--- src/rtl/traffic_light_sequencer_core_assert.svh ---
// ----------------------------------------------------------------------------
// traffic light sequencer assertion macros
// Concurrent checks on clk_i, quiet while rst_ni is low; empty for synthesis.
// ----------------------------------------------------------------------------
`ifndef TRAFFIC_LIGHT_SEQUENCER_CORE_ASSERT_SVH
`define TRAFFIC_LIGHT_SEQUENCER_CORE_ASSERT_SVH
`ifndef SYNTHESIS
// same-cycle implication
`define TLS_ASSERT_NOW(lbl, ante, cons) \
  lbl: assert property (@(posedge clk_i) disable iff (!rst_ni) (ante) |-> (cons)) \
    else $error("traffic light sequencer check failed");
// next-cycle implication
`define TLS_ASSERT_NEXT(lbl, ante, cons) \
  lbl: assert property (@(posedge clk_i) disable iff (!rst_ni) (ante) |=> (cons)) \
    else $error("traffic light sequencer check failed");
`else
`define TLS_ASSERT_NOW(lbl, ante, cons)
`define TLS_ASSERT_NEXT(lbl, ante, cons)
`endif
`endif

--- src/rtl/tls_pkg.sv ---
// ----------------------------------------------------------------------------
// tls_pkg
// Shared types, register indexes, lamp patterns and helpers of the sequencer.
// ----------------------------------------------------------------------------
`default_nettype none

package tls_pkg;

  localparam int unsigned CNT_W    = 7;
  localparam int unsigned TICK_W   = 8;
  localparam int unsigned LAMP_W   = 6;
  localparam int unsigned DIGIT_W  = 4;
  localparam int unsigned CFG_IDX_W = 3;
  localparam int unsigned CFG_DATA_W = 8;

  // register indexes
  localparam logic [CFG_IDX_W-1:0] CFG_TICKS_PER_COUNT  = 3'd0;
  localparam logic [CFG_IDX_W-1:0] CFG_FIRST_START      = 3'd1;
  localparam logic [CFG_IDX_W-1:0] CFG_FIRST_AMBER_AT   = 3'd2;
  localparam logic [CFG_IDX_W-1:0] CFG_SECOND_START     = 3'd3;
  localparam logic [CFG_IDX_W-1:0] CFG_SECOND_AMBER_AT  = 3'd4;
  localparam logic [CFG_IDX_W-1:0] CFG_MANUAL_START     = 3'd5;

  // register reset values
  localparam logic [TICK_W-1:0] RST_TICKS_PER_COUNT = 8'd51;
  localparam logic [CNT_W-1:0]  RST_FIRST_START     = 7'd23;
  localparam logic [CNT_W-1:0]  RST_FIRST_AMBER_AT  = 7'd20;
  localparam logic [CNT_W-1:0]  RST_SECOND_START    = 7'd15;
  localparam logic [CNT_W-1:0]  RST_SECOND_AMBER_AT = 7'd12;
  localparam logic [CNT_W-1:0]  RST_MANUAL_START    = 7'd3;

  // lamp patterns
  localparam logic [LAMP_W-1:0] PAT_GREEN1 = 6'b010001;
  localparam logic [LAMP_W-1:0] PAT_AMBER1 = 6'b100001;
  localparam logic [LAMP_W-1:0] PAT_GREEN2 = 6'b001010;
  localparam logic [LAMP_W-1:0] PAT_AMBER2 = 6'b001100;

  localparam logic [CNT_W-1:0] COUNT_MAX = 7'd99;

  // manual sequence steps
  localparam logic [1:0] MSTEP_COUNT1 = 2'd0;
  localparam logic [1:0] MSTEP_WAIT1  = 2'd1;
  localparam logic [1:0] MSTEP_COUNT2 = 2'd2;

  typedef struct packed {
    logic [TICK_W-1:0] ticks_per_count;
    logic [CNT_W-1:0]  first_start;
    logic [CNT_W-1:0]  first_amber_at;
    logic [CNT_W-1:0]  second_start;
    logic [CNT_W-1:0]  second_amber_at;
    logic [CNT_W-1:0]  manual_start;
  } tls_cfg_t;

  // one result before the digit split
  typedef struct packed {
    logic [LAMP_W-1:0] lamps;
    logic [CNT_W-1:0]  count;
    logic              display_on;
    logic              manual_active;
  } tls_res_t;

  function automatic logic [CNT_W-1:0] cap99(input logic [CNT_W-1:0] v);
    return (v > COUNT_MAX) ? COUNT_MAX : v;
  endfunction

  // tens of a count up to 99 by reciprocal multiply
  function automatic logic [DIGIT_W-1:0] tens_of(input logic [CNT_W-1:0] c);
    logic [14:0] prod;
    prod = {8'd0, c} * 15'd205;
    return prod[14:11];
  endfunction

endpackage

`default_nettype wire

--- src/rtl/tls_if.sv ---
// ----------------------------------------------------------------------------
// tls channel interfaces
// Valid/ready channels for tick words in and display words out.
// ----------------------------------------------------------------------------
`default_nettype none

interface tls_in_if;
  logic valid;
  logic ready;
  logic mode_toggle;
  logic advance_button;
  modport source(output valid, output mode_toggle, output advance_button, input ready);
  modport sink(input valid, input mode_toggle, input advance_button, output ready);
endinterface

interface tls_out_if;
  logic                          valid;
  logic                          ready;
  logic [tls_pkg::LAMP_W-1:0]    lamps;
  logic [tls_pkg::DIGIT_W-1:0]   tens_digit;
  logic [tls_pkg::DIGIT_W-1:0]   units_digit;
  logic                          display_on;
  logic                          manual_active;
  modport source(output valid, output lamps, output tens_digit, output units_digit,
                 output display_on, output manual_active, input ready);
  modport sink(input valid, input lamps, input tens_digit, input units_digit,
               input display_on, input manual_active, output ready);
endinterface

`default_nettype wire

--- src/rtl/traffic_light_sequencer_core.sv ---
// ----------------------------------------------------------------------------
// traffic light sequencer core
// Two-phase traffic light with manual override, one display word per tick.
//
//   channel  dir  carries
//   in_i     in   mode_toggle, advance_button (one refresh tick)
//   out_o    out  lamps, tens_digit, units_digit, display_on, manual_active
//   cfg      in   cfg_we_i / cfg_idx_i / cfg_data_i register writes
//
// One tick word per clock while out_o is not stalled; an accepted word waits
// in the input register until the result register loads the step result.
// Reset loads the default timing registers and the first auto phase.
// A stalled out_o holds its word; the input register still takes one more.
// ----------------------------------------------------------------------------
`default_nettype none

`include "traffic_light_sequencer_core_assert.svh"

module traffic_light_sequencer_core (
  input  logic                             clk_i,
  input  logic                             rst_ni,
  input  logic                             cfg_we_i,
  input  logic [tls_pkg::CFG_IDX_W-1:0]    cfg_idx_i,
  input  logic [tls_pkg::CFG_DATA_W-1:0]   cfg_data_i,
  tls_in_if.sink                           in_i,
  tls_out_if.source                        out_o
);
  import tls_pkg::*;

  tls_cfg_t cfg_q;
  tls_res_t res;
  logic     s1_valid, s1_toggle, s1_button;
  logic     advance;

  // configuration registers
  always_ff @(posedge clk_i or negedge rst_ni) begin
    if (!rst_ni) begin
      cfg_q.ticks_per_count <= RST_TICKS_PER_COUNT;
      cfg_q.first_start     <= RST_FIRST_START;
      cfg_q.first_amber_at  <= RST_FIRST_AMBER_AT;
      cfg_q.second_start    <= RST_SECOND_START;
      cfg_q.second_amber_at <= RST_SECOND_AMBER_AT;
      cfg_q.manual_start    <= RST_MANUAL_START;
    end else if (cfg_we_i) begin
      case (cfg_idx_i)
        CFG_TICKS_PER_COUNT: cfg_q.ticks_per_count <= cfg_data_i;
        CFG_FIRST_START:     cfg_q.first_start     <= cfg_data_i[CNT_W-1:0];
        CFG_FIRST_AMBER_AT:  cfg_q.first_amber_at  <= cfg_data_i[CNT_W-1:0];
        CFG_SECOND_START:    cfg_q.second_start    <= cfg_data_i[CNT_W-1:0];
        CFG_SECOND_AMBER_AT: cfg_q.second_amber_at <= cfg_data_i[CNT_W-1:0];
        CFG_MANUAL_START:    cfg_q.manual_start    <= cfg_data_i[CNT_W-1:0];
        default: ;
      endcase
    end
  end

  // tick word moves on when the result register is free or draining
  assign advance = s1_valid && (!out_o.valid || out_o.ready);

  tls_in_stage u_in_stage (
    .clk_i            (clk_i),
    .rst_ni           (rst_ni),
    .in_valid_i       (in_i.valid),
    .in_ready_o       (in_i.ready),
    .mode_toggle_i    (in_i.mode_toggle),
    .advance_button_i (in_i.advance_button),
    .advance_i        (advance),
    .valid_o          (s1_valid),
    .mode_toggle_o    (s1_toggle),
    .advance_button_o (s1_button)
  );

  tls_step u_step (
    .clk_i            (clk_i),
    .rst_ni           (rst_ni),
    .advance_i        (advance),
    .mode_toggle_i    (s1_toggle),
    .advance_button_i (s1_button),
    .cfg_i            (cfg_q),
    .res_o            (res)
  );

  tls_out_stage u_out_stage (
    .clk_i           (clk_i),
    .rst_ni          (rst_ni),
    .load_i          (advance),
    .res_i           (res),
    .out_ready_i     (out_o.ready),
    .out_valid_o     (out_o.valid),
    .lamps_o         (out_o.lamps),
    .tens_o          (out_o.tens_digit),
    .units_o         (out_o.units_digit),
    .display_on_o    (out_o.display_on),
    .manual_active_o (out_o.manual_active)
  );

  // checks
  `TLS_ASSERT_NEXT(a_step_lands, advance, out_o.valid)
  `TLS_ASSERT_NOW(a_blank_digits, out_o.valid && !out_o.display_on, out_o.tens_digit == 4'd0 && out_o.units_digit == 4'd0)
  `TLS_ASSERT_NOW(a_auto_shows, out_o.valid && !out_o.manual_active, out_o.display_on)
  `TLS_ASSERT_NOW(a_digit_range, out_o.valid, out_o.tens_digit <= 4'd9 && out_o.units_digit <= 4'd9)

endmodule

`default_nettype wire

--- src/rtl/tls_in_stage.sv ---
// ----------------------------------------------------------------------------
// tls input stage
// Holds one tick word until the step logic consumes it.
// ----------------------------------------------------------------------------
`default_nettype none

module tls_in_stage (
  input  logic clk_i,
  input  logic rst_ni,
  input  logic in_valid_i,
  output logic in_ready_o,
  input  logic mode_toggle_i,
  input  logic advance_button_i,
  input  logic advance_i,
  output logic valid_o,
  output logic mode_toggle_o,
  output logic advance_button_o
);
  logic valid_q, valid_d;
  logic toggle_q, button_q;
  logic fire;

  // free when empty or draining this cycle
  assign in_ready_o = !valid_q || advance_i;
  assign fire       = in_valid_i && in_ready_o;

  always_comb begin
    valid_d = valid_q;
    if (fire) begin
      valid_d = 1'b1;
    end else if (advance_i) begin
      valid_d = 1'b0;
    end
  end

  always_ff @(posedge clk_i or negedge rst_ni) begin
    if (!rst_ni) begin
      valid_q <= 1'b0;
    end else begin
      valid_q <= valid_d;
    end
  end

  // payload capture
  always_ff @(posedge clk_i) begin
    if (fire) begin
      toggle_q <= mode_toggle_i;
      button_q <= advance_button_i;
    end
  end

  assign valid_o          = valid_q;
  assign mode_toggle_o    = toggle_q;
  assign advance_button_o = button_q;

endmodule

`default_nettype wire

--- src/rtl/tls_step.sv ---
// ----------------------------------------------------------------------------
// tls step logic
// Sequencer state and its one-tick update for auto and manual mode.
// ----------------------------------------------------------------------------
`default_nettype none

module tls_step (
  input  logic              clk_i,
  input  logic              rst_ni,
  input  logic              advance_i,
  input  logic              mode_toggle_i,
  input  logic              advance_button_i,
  input  tls_pkg::tls_cfg_t cfg_i,
  output tls_pkg::tls_res_t res_o
);
  import tls_pkg::*;

  logic              manual_q, manual_d;
  logic              phase_q, phase_d;
  logic [CNT_W-1:0]  acount_q, acount_d;
  logic [TICK_W-1:0] atick_q, atick_d;
  logic [LAMP_W-1:0] lamp_q, lamp_d;
  logic [1:0]        mstep_q, mstep_d;
  logic [CNT_W-1:0]  mcount_q, mcount_d;
  logic [TICK_W-1:0] mtick_q, mtick_d;
  logic [TICK_W-1:0] limit;
  logic [TICK_W:0]   t;
  logic [CNT_W-1:0]  amber;

  assign limit = (cfg_i.ticks_per_count == '0) ? TICK_W'(1) : cfg_i.ticks_per_count;

  // next state and result for one tick
  always_comb begin
    manual_d = manual_q;
    phase_d  = phase_q;
    acount_d = acount_q;
    atick_d  = atick_q;
    lamp_d   = lamp_q;
    mstep_d  = mstep_q;
    mcount_d = mcount_q;
    mtick_d  = mtick_q;
    res_o    = '0;
    t        = '0;
    amber    = '0;

    // mode toggle, entering manual restarts it
    if (mode_toggle_i) begin
      manual_d = !manual_q;
      if (!manual_q) begin
        mstep_d  = MSTEP_COUNT1;
        mcount_d = cap99(cfg_i.manual_start);
        mtick_d  = '0;
        lamp_d   = PAT_GREEN1;
      end
    end

    if (!manual_d) begin
      // auto countdown
      amber = phase_q ? cfg_i.second_amber_at : cfg_i.first_amber_at;
      if (atick_q == '0 && acount_q == amber) begin
        lamp_d = phase_q ? PAT_AMBER2 : PAT_AMBER1;
      end
      res_o.lamps      = lamp_d;
      res_o.count      = acount_q;
      res_o.display_on = 1'b1;
      t = {1'b0, atick_q} + (TICK_W+1)'(1);
      if (t >= {1'b0, limit}) begin
        atick_d = '0;
        if (acount_q == '0) begin
          phase_d  = !phase_q;
          acount_d = cap99(phase_q ? cfg_i.first_start : cfg_i.second_start);
          lamp_d   = phase_q ? PAT_GREEN1 : PAT_GREEN2;
        end else begin
          acount_d = acount_q - CNT_W'(1);
        end
      end else begin
        atick_d = t[TICK_W-1:0];
      end
    end else begin
      // button leaves a wait step
      if (mstep_d[0] && advance_button_i) begin
        mstep_d  = mstep_d + 2'd1;
        lamp_d   = (mstep_d == MSTEP_COUNT2) ? PAT_GREEN2 : PAT_GREEN1;
        mcount_d = cap99(cfg_i.manual_start);
        mtick_d  = '0;
      end
      res_o.lamps = lamp_d;
      if (!mstep_d[0]) begin
        // manual countdown
        res_o.count      = mcount_d;
        res_o.display_on = 1'b1;
        t = {1'b0, mtick_d} + (TICK_W+1)'(1);
        if (t >= {1'b0, limit}) begin
          mtick_d = '0;
          if (mcount_d == '0) begin
            mstep_d = mstep_d + 2'd1;
            lamp_d  = (mstep_d == MSTEP_WAIT1) ? PAT_AMBER1 : PAT_AMBER2;
          end else begin
            mcount_d = mcount_d - CNT_W'(1);
          end
        end else begin
          mtick_d = t[TICK_W-1:0];
        end
      end
    end
    res_o.manual_active = manual_d;
  end

  always_ff @(posedge clk_i or negedge rst_ni) begin
    if (!rst_ni) begin
      manual_q <= 1'b0;
      phase_q  <= 1'b0;
      acount_q <= RST_FIRST_START;
      atick_q  <= '0;
      lamp_q   <= PAT_GREEN1;
      mstep_q  <= MSTEP_COUNT1;
      mcount_q <= RST_MANUAL_START;
      mtick_q  <= '0;
    end else if (advance_i) begin
      manual_q <= manual_d;
      phase_q  <= phase_d;
      acount_q <= acount_d;
      atick_q  <= atick_d;
      lamp_q   <= lamp_d;
      mstep_q  <= mstep_d;
      mcount_q <= mcount_d;
      mtick_q  <= mtick_d;
    end
  end

endmodule

`default_nettype wire

--- src/rtl/tls_out_stage.sv ---
// ----------------------------------------------------------------------------
// tls output stage
// Splits the shown count into digits and holds the display word.
// ----------------------------------------------------------------------------
`default_nettype none

module tls_out_stage (
  input  logic                      clk_i,
  input  logic                      rst_ni,
  input  logic                      load_i,
  input  tls_pkg::tls_res_t         res_i,
  input  logic                      out_ready_i,
  output logic                      out_valid_o,
  output logic [tls_pkg::LAMP_W-1:0]  lamps_o,
  output logic [tls_pkg::DIGIT_W-1:0] tens_o,
  output logic [tls_pkg::DIGIT_W-1:0] units_o,
  output logic                      display_on_o,
  output logic                      manual_active_o
);
  import tls_pkg::*;

  logic               valid_q, valid_d;
  logic [DIGIT_W-1:0] tens_d, units_d;
  logic [CNT_W-1:0]   tens_x10;
  logic [LAMP_W-1:0]  lamps_q;
  logic [DIGIT_W-1:0] tens_q, units_q;
  logic               on_q, manual_q;

  // digit split, count is zero while the display is off
  assign tens_d   = tens_of(res_i.count);
  assign tens_x10 = {tens_d, 3'b000} - {2'b00, tens_d, 1'b0} + {2'b00, tens_d, 1'b0}
                    + {2'b00, tens_d, 1'b0};
  assign units_d  = DIGIT_W'(res_i.count - tens_x10);

  always_comb begin
    valid_d = valid_q;
    if (load_i) begin
      valid_d = 1'b1;
    end else if (out_ready_i) begin
      valid_d = 1'b0;
    end
  end

  always_ff @(posedge clk_i or negedge rst_ni) begin
    if (!rst_ni) begin
      valid_q <= 1'b0;
    end else begin
      valid_q <= valid_d;
    end
  end

  // result word
  always_ff @(posedge clk_i) begin
    if (load_i) begin
      lamps_q  <= res_i.lamps;
      tens_q   <= tens_d;
      units_q  <= units_d;
      on_q     <= res_i.display_on;
      manual_q <= res_i.manual_active;
    end
  end

  assign out_valid_o     = valid_q;
  assign lamps_o         = lamps_q;
  assign tens_o          = tens_q;
  assign units_o         = units_q;
  assign display_on_o    = on_q;
  assign manual_active_o = manual_q;

endmodule

`default_nettype wire

--- src/flat_wrapper.sv ---
// flat-port wrapper written by rule: the top's interface ports become plain ports
module traffic_light_sequencer_core_flat import tls_pkg::*;
  (clk_i, rst_ni, cfg_we_i, cfg_idx_i, cfg_data_i, in_i_valid, in_i_mode_toggle, in_i_advance_button, in_i_ready, out_o_valid, out_o_lamps, out_o_tens_digit, out_o_units_digit, out_o_display_on, out_o_manual_active, out_o_ready);
  tls_in_if in_i_i ();
  tls_out_if out_o_i ();
  input  logic clk_i;
  input  logic rst_ni;
  input  logic cfg_we_i;
  input  logic [tls_pkg::CFG_IDX_W-1:0] cfg_idx_i;
  input  logic [tls_pkg::CFG_DATA_W-1:0] cfg_data_i;
  input wire logic [$bits(in_i_i.valid)-1:0] in_i_valid;
  input wire logic [$bits(in_i_i.mode_toggle)-1:0] in_i_mode_toggle;
  input wire logic [$bits(in_i_i.advance_button)-1:0] in_i_advance_button;
  output wire logic [$bits(in_i_i.ready)-1:0] in_i_ready;
  output wire logic [$bits(out_o_i.valid)-1:0] out_o_valid;
  output wire logic [$bits(out_o_i.lamps)-1:0] out_o_lamps;
  output wire logic [$bits(out_o_i.tens_digit)-1:0] out_o_tens_digit;
  output wire logic [$bits(out_o_i.units_digit)-1:0] out_o_units_digit;
  output wire logic [$bits(out_o_i.display_on)-1:0] out_o_display_on;
  output wire logic [$bits(out_o_i.manual_active)-1:0] out_o_manual_active;
  input wire logic [$bits(out_o_i.ready)-1:0] out_o_ready;
  assign in_i_i.valid = in_i_valid;
  assign in_i_i.mode_toggle = in_i_mode_toggle;
  assign in_i_i.advance_button = in_i_advance_button;
  assign in_i_ready = in_i_i.ready;
  assign out_o_valid = out_o_i.valid;
  assign out_o_lamps = out_o_i.lamps;
  assign out_o_tens_digit = out_o_i.tens_digit;
  assign out_o_units_digit = out_o_i.units_digit;
  assign out_o_display_on = out_o_i.display_on;
  assign out_o_manual_active = out_o_i.manual_active;
  assign out_o_i.ready = out_o_ready;
  traffic_light_sequencer_core u_core (.clk_i(clk_i), .rst_ni(rst_ni), .cfg_we_i(cfg_we_i), .cfg_idx_i(cfg_idx_i), .cfg_data_i(cfg_data_i), .in_i(in_i_i), .out_o(out_o_i));
endmodule
--- config.mk ---
export PLATFORM = sky130hd
export DESIGN_NAME = traffic_light_sequencer_core_flat
export DESIGN_NICKNAME = d
export VERILOG_FILES = /design/src/rtl/tls_pkg.sv /design/src/rtl/tls_if.sv /design/src/rtl/traffic_light_sequencer_core.sv /design/src/rtl/tls_in_stage.sv /design/src/rtl/tls_step.sv /design/src/rtl/tls_out_stage.sv /design/src/flat_wrapper.sv
export VERILOG_INCLUDE_DIRS = /design/src /design/src/rtl
export SDC_FILE = /design/constraint.sdc
export NUM_CORES = 1
export LEC_CHECK = 0
export BUFFER_PORTS_ARGS = -buffer_cell sky130_fd_sc_hd__clkbuf_2
export CORE_ASPECT_RATIO = 0.7
export CORE_MARGIN = 2
export CORE_UTILIZATION = 67
export DETAILED_ROUTE_END_ITERATION = 6
export HOLD_SLACK_MARGIN = 0.12
export PLACE_DENSITY = 0.95
export RECOVER_POWER = 25
export SLEW_MARGIN = 25
export SYNTH_ARGS = -nofsm -noshare
export SYNTH_HDL_FRONTEND = slang
export SYNTH_SLANG_ARGS = --single-unit
--- constraint.sdc ---
create_clock -name clk_i -period 10.8 [get_ports clk_i]
set_input_delay 3.24 -clock clk_i [delete_from_list [all_inputs] [get_ports clk_i]]
set_output_delay 3.24 -clock clk_i [all_outputs]
set_load 0.03 [all_outputs]
Word-level counts from Yosys, hierarchy flattened

Cells that the tools add are included.

Output and inout bits: 18
Register bits after elaboration: 103
Word-level logic and storage cells: 124

Magnitude comparators: 4
Equality and inequality tests: 8
Bitwise operators: 1
Multipliers: 1
Multiplexer cells: 51
Reductions and logical operators: 26
Add/sub/neg operators: 10

Operators by type and width:

| operator                                              | number |
|---|---|
| 2-to-1 mux 7 bit                                      | 13 |
| 2-to-1 mux 8 bit                                      | 10 |
| 2-to-1 mux 6 bit                                      | 12 |
| adder 8 x 1 -> 9 bit (second input constant)          | 2 |
| >= comparator 9 x 8 -> 1 bit                          | 2 |
| zero test 8 bit                                       | 2 |
| 2-to-1 mux 2 bit                                      | 8 |
| multiplier 7 x 8 -> 15 bit (second input constant)    | 1 |
| greater-than comparator 7 bit (second input constant) | 2 |
| zero test 7 bit                                       | 2 |
| 2-to-1 mux 14 bit                                     | 1 |
| AND reduction 2 bit                                   | 7 |
| subtractor 7 x 1 -> 7 bit (second input constant)     | 2 |
| 2-to-1 mux 5 bit                                      | 2 |
| adder 4 bit                                           | 2 |
| subtractor 4 bit                                      | 2 |
| == test 7 bit                                         | 1 |
| == test 3 x 2 -> 1 bit (second input constant)        | 2 |
| == test 3 bit (second input constant)                 | 2 |
| 2-to-1 mux 1 bit                                      | 5 |
| adder 2 x 1 -> 2 bit (second input constant)          | 2 |
| logical AND 1 bit                                     | 4 |
| zero test 1 bit                                       | 4 |
| AND reduction 4 bit                                   | 1 |
| 8 further kinds                                       | 10 |

Longest topological paths before layout

Depth after elaboration: 13
Gate-level depth with buffers: 31
Mapped depth without buffers: 29

Hierarchy

From an unflattened synthesis, not the netlist that was laid out.

Cells, all modules: 648
Area total of the unflattened synthesis: 6,762.7 µm²

By module, submodules not included:

| module                       | area an instance (µm²) | times used | cells each |
|---|---|---|---|
| tls_step                     | 3,492.1                | 1          | 429 |
| traffic_light_sequencer_core | 1,685.4                | 1          | 98 |
| tls_out_stage                | 1,471.4                | 1          | 115 |
| tls_in_stage                 | 113.9                  | 1          | 6 |

Worst setup path before layout

OpenSTA, ideal clock, no wires.

Kind: in2out
Start: input port out_o_ready
End: output port in_i_ready
Stages on the path: 1
Path buffers: 0
Path slack: 3,974 ps
Required time: 7,560 ps
Arrival: 3,586 ps
Cell sequence: nand3b_1

Longest elaborated chain between the ends: 3

RTL lines:

| element           | line                               | text |
|---|---|---|
| start, declared   | flat_wrapper.sv:21                 | `input wire logic [$bits(out_o_i.ready)-1:0] out_o_ready;` |
| logical OR 1 bit  | traffic_light_sequencer_core.sv:58 | `assign advance = s1_valid && (!out_o.valid \|\| out_o.ready);` |
| logical AND 1 bit | traffic_light_sequencer_core.sv:58 |  |
| logical OR 1 bit  | tls_in_stage.sv:24                 | `assign in_ready_o = !valid_q \|\| advance_i;` |
| end, declared     | flat_wrapper.sv:14                 | `output wire logic [$bits(in_i_i.ready)-1:0] in_i_ready;` |

Every way passes these cells.

Worst setup path in the final report

Start: register u_core.u_in_stage.toggle_q, in the netlist u_core.u_in_stage.mode_toggle_o
End: register u_core.u_out_stage.units_q[3], in the netlist u_core.u_out_stage.units_o[3] (data pin)

Longest elaborated chain between the ends: 11
Elaborated cells on any way between the ends: 16
Classes of those cells: add/sub (5); mul (1); mux (9); reduce/logical (1)

RTL lines:

| element                                                   | line                           | text |
|---|---|---|
| start, declared                                           | tls_in_stage.sv:20             | `logic toggle_q, button_q;` |
| start signal, assigned                                    | tls_in_stage.sv:47             | `toggle_q <= mode_toggle_i;` |
| 2-to-1 mux 2 bit                                          | tls_step.sv:47                 | `if (mode_toggle_i) begin` |
| adder 2 x 1 -> 2 bit or logical AND 1 bit (tied branches) | tls_step.sv:82, tls_step.sv:81 |  |
| 2-to-1 mux 2 bit or 2-to-1 mux 7 bit (tied branches)      | tls_step.sv:81                 | `if (mstep_d[0] && advance_button_i) begin` |
| 2-to-1 mux 2 bit or 2-to-1 mux 7 bit (tied branches)      | tls_step.sv:57                 | `if (!manual_d) begin` |
| 2-to-1 mux 8 bit                                          | tls_step.sv:88                 | `if (!mstep_d[0]) begin` |
| 2-to-1 mux 14 bit *                                       | tls_step.sv:57                 |  |
| multiplier 7 x 8 -> 15 bit                                | tls_pkg.sv:69                  | `prod = {8'd0, c} * 15'd205;` |
| subtractor 4 bit                                          | tls_out_stage.sv:31            | `assign tens_x10 = {tens_d, 3'b000} - {2'b00, tens_d, 1'b0} + {2'b00, tens_d, 1'b0}` |
| adder 4 bit                                               | tls_out_stage.sv:31            |  |
| adder 4 bit                                               | tls_out_stage.sv:32            | `+ {2'b00, tens_d, 1'b0};` |
| subtractor 4 bit *                                        | tls_out_stage.sv:33            | `assign units_d = DIGIT_W'(res_i.count - tens_x10);` |
| via u_core.u_out_stage.units_d[3]                         | tls_out_stage.sv:23            | `logic [DIGIT_W-1:0] tens_d, units_d;` |
| end signal, assigned                                      | tls_out_stage.sv:57            | `units_q <= units_d;` |
| end, declared                                             | tls_out_stage.sv:26            | `logic [DIGIT_W-1:0] tens_q, units_q;` |

The timed path passes the listed nets; every way through them passes the cells marked *. The select of a mux whose other input is x is not followed.
A chain may end at the register's enable or synchronous reset.

==> metrics.md <==
| Metric | Value |
|---|---|
| Port bufs | 35 |
| Vias | 5,730 |
| Syn Nets | 774 |
| Vias in the first global route | 5,591 |
| Crit path max fanout | 17 |
| Mapped Cells | 690 |
| ANT nets after route | 0 |
| Ant. Diodes | 0 |
| Post-route DRC | 0 |
| Crit-path leading delay family | adder cells |
| Top layer in use | met4 |
| Synth area leader | dfrtp_1 |
| RSZ-0062 raised after global routing | false |
| Global Route Usage Sum | 33.3% |
| CP max-delay cell | nor4b_1 |
| CTS Root Cell | clkbuf_16 |
| Crit share post-route | 75.2% |
| Largest cells by area after synthesis | dfrtp_1, ha_1, dfstp_2 |
| Num CTS Buffers | 9 |
| Drt total wl | 17,800 µm |
| Routed WL per cell | 20.9 µm |
| Util after Layout | 75.6% |
| Max Slew Vio Count | 86 |
| Largest net degree at the start of global routing | 86 |
| Peak VDD IR | 0.000199 V |
| First drt pass iteration count | 7 |
| Setup_tns | 0 ns |
| FMAX | 0.123 GHz |
| Met1 Wirelength | 7260 µm |
| Comb pwr share | 60.6% |
| Crit-path most repeated cell | ha_1 |
| Fraction of layout cells with a size suffix above 1 | 18.9% |
| Area share of the largest cell type after synthesis | 21.4% |
| Max-cap check violation count | 1 |
| CTS HTree Levels | 3 |
| Hold Buf Count CTS | 0 |
| Seq/Total Area, Yosys | 39.2% |
| Clock Power Share | 12.9% |
| Met2 routed WL | 8040 µm |
| Dpl cells | 835 |
| Clock latency at the later pin of the worst-skew pair | 0.35 ns |
| Final min period | 8.12 ns |
| Area Growth Syn to Fin | 7.81% |
| Clock Pin Slew Worst Setup and Hold Paths | 0.07 ns |
| Sw power | 0.00108 W |
| Post-synth top cells | nand2_1, dfrtp_1, inv_1 |
| EDFF count, synth | 18 |
| Final setup vio count | 0 |
| Crit path DAT | 8.23 ns |
| Setup ws final | 2.68 ns |
| Avg Synthesized Cell Area | 9.99 µm² |
| # rows | 30 |
| Post-detail-place hpwl | 13,400 µm |
| Clock Skews | 0.00770 ns |
| CTS sink count | 103 |
| Yosys warns | 0 |
| GPL Wtd Cong | 1.05 |
| Post-CTS setup buffers | 0 |
| CTS Buffer Depth | 2 |
| Worst-margin pin slew | 4.53 ns |
| Core ar. | 9830 µm² |
| P_leak | 3.44 nW |
| Crit path required time | 10.91 ns |
| Total gr overflow | 0 |
| Synth Cell Area | 6890 µm² |
| Tightest Hold Check Type | flip-flop to flip-flop |
| FF+latch count, synth | 103 |
| Outcome | finished with violations |
| Detailed Route Iter0 Violations | 820 |
| Synth cell types | 71 |
| # IOs | 36 |
| Final instance count without filler cells | 851 |
| Fin nets | 802 |
| Startpoint types | flip-flop |
| Initial core utilization | 70.1% |
| Die ar. | 11,100 µm² |
| Worst Setup Path Type | flip-flop to flip-flop |
| Buf/Inv on CP | 4 |
| Flop pwr share | 26.6% |
| Async set-or-reset flop fraction in the synthesized netlist | 82.5% |
| Initial antenna violation count | 0 |
| PwrDens | 322 nW/µm² |
| First-pass GRT wire length | 28,700 µm |
| Met3 WL | 2030 µm |
| Most numerous cell in the Yosys netlist | nand2_1 |
| Max transition margin | -202% |
| Die height | 88.9 µm |
| Post-cts sizing count | 0 |
| Vias per inst | 6.73 |
| Crit path largest cell delay | 0.85 ns |
| CP endpoint kind | flip-flop |
| Sw frac | 45.3% |
| Internal power | 0.00131 W |
| Final hold violation count | 0 |
| Worst slack at placement | 3.02 ns |
| Failing checks | max-capacitance violations, max-slew violations |
| CTS tree | built |
| Power Total | 0.00240 W |
| Synth Flop Type | dfrtp_1 |
| Die X | 125 µm |
## metal layers
layer | track usage, % | vias up
met4 | 10.0 | 0
met1 | 45.6 | 2750
met2 | 54.3 | 379
met3 | 7.50 | 73
li1 | - | 2528
met5 | 0 | -
## final timing paths
check	start	slack [ns]	to	depth (start not counted)
max in group asynchronous	rst_ni	3.75	u_core.u_in_stage.valid_o	1
worst max-delay path	u_core.u_in_stage.mode_toggle_o	2.68	u_core.u_out_stage.units_o[3]	25
worst min register to register	u_core.u_step.mcount_q[1]	0.49	u_core.u_step.mcount_q[1]	2
worst min-delay path	u_core.u_step.mcount_q[1]	0.49	u_core.u_step.mcount_q[1]	2
min in group asynchronous	rst_ni	4.50	u_core.u_step.mcount_q[3]	1
worst max register to register	u_core.u_in_stage.mode_toggle_o	2.68	u_core.u_out_stage.units_o[3]	25
## area by class of cell
class	count	area, µm²
timing repair buffer	37	189
fill	657	2400
clock buffer	13	250
tap	128	160
inverter	59	221
clock inverter	3	18.8
sequential	103	2700
multi-input combinational	508	3890
## power groups by stage
stage	logic [W]	clock network, W	registers, W
floorplan	0.00102	0	0.000656
global placement	0.00127	0	0.000634
detailed placement	0.00140	0	0.000640
CTS	0.00142	0.000309	0.000633
global route	0.00160	0.000323	0.000647
finish	0.00145	0.000308	0.000636
## flip-flops by register name, summed over array words and instances, names as in the netlist, 2 cells and up
name	count
u_core.u_step.lamp_q	6
u_core.u_out_stage.lamps_o	6
u_core.u_out_stage.units_o	4
u_core.cfg_q	43
u_core.u_step.atick_q	8
u_core.u_step.mtick_q	8
u_core.u_out_stage.tens_o	4
u_core.u_step.mcount_q	7
u_core.u_step.acount_q	7
u_core.u_step.mstep_q	2
## cells by family after synthesis
| logic type | synth area share, % |
|---|---|
| AOI/OAI and AO/OA | 14.3 |
| xor gates and xnor gates | 4.27 |
| adders and majority gates | 13.0 |
| buffers and inverters | 4.48 |
| DFF | 39.2 |
| muxes | 10.1 |
| and+or+nand+nor | 14.8 |
## layout by cell type (no fill, tap or decap), types with 12 or more instances in the layout
| master | netlist | layout |
|---|---|---|
| nand2_1 | 66 | 66 |
| inv_1 | 58 | 59 |
| dfrtp_1 | 59 | 59 |
| ha_1 | 57 | 57 |
| mux2_2 | 44 | 44 |
| o21ai_0 | 43 | 43 |
| clkbuf_2 | 0 | 34 |
| nor2_1 | 28 | 27 |
| dfstp_2 | 26 | 26 |
| a21oi_1 | 24 | 24 |
| nand3_1 | 23 | 23 |
| xnor2_1 | 20 | 20 |
| mux2i_1 | 20 | 20 |
| edfxtp_1 | 18 | 18 |
| nand2b_1 | 12 | 12 |
| a21o_1 | 12 | 12 |
## metrics by stage
stage          hold slack (ns)  area [µm²]
2_1_floorplan            0.457        6890
3_3_place_gp             0.470        7160
3_5_place_dp             0.479        7170
4_1_cts                  0.489        7440
5_1_grt                  0.517        7430
6_report                 0.485        7430
## worst min-delay path, stage by stage (launching register included)
cell     delay [ns]
dfstp_2        0.37
nand2_1        0.04
o21ai_0        0.07
Power figures use the tool's default switching activity.
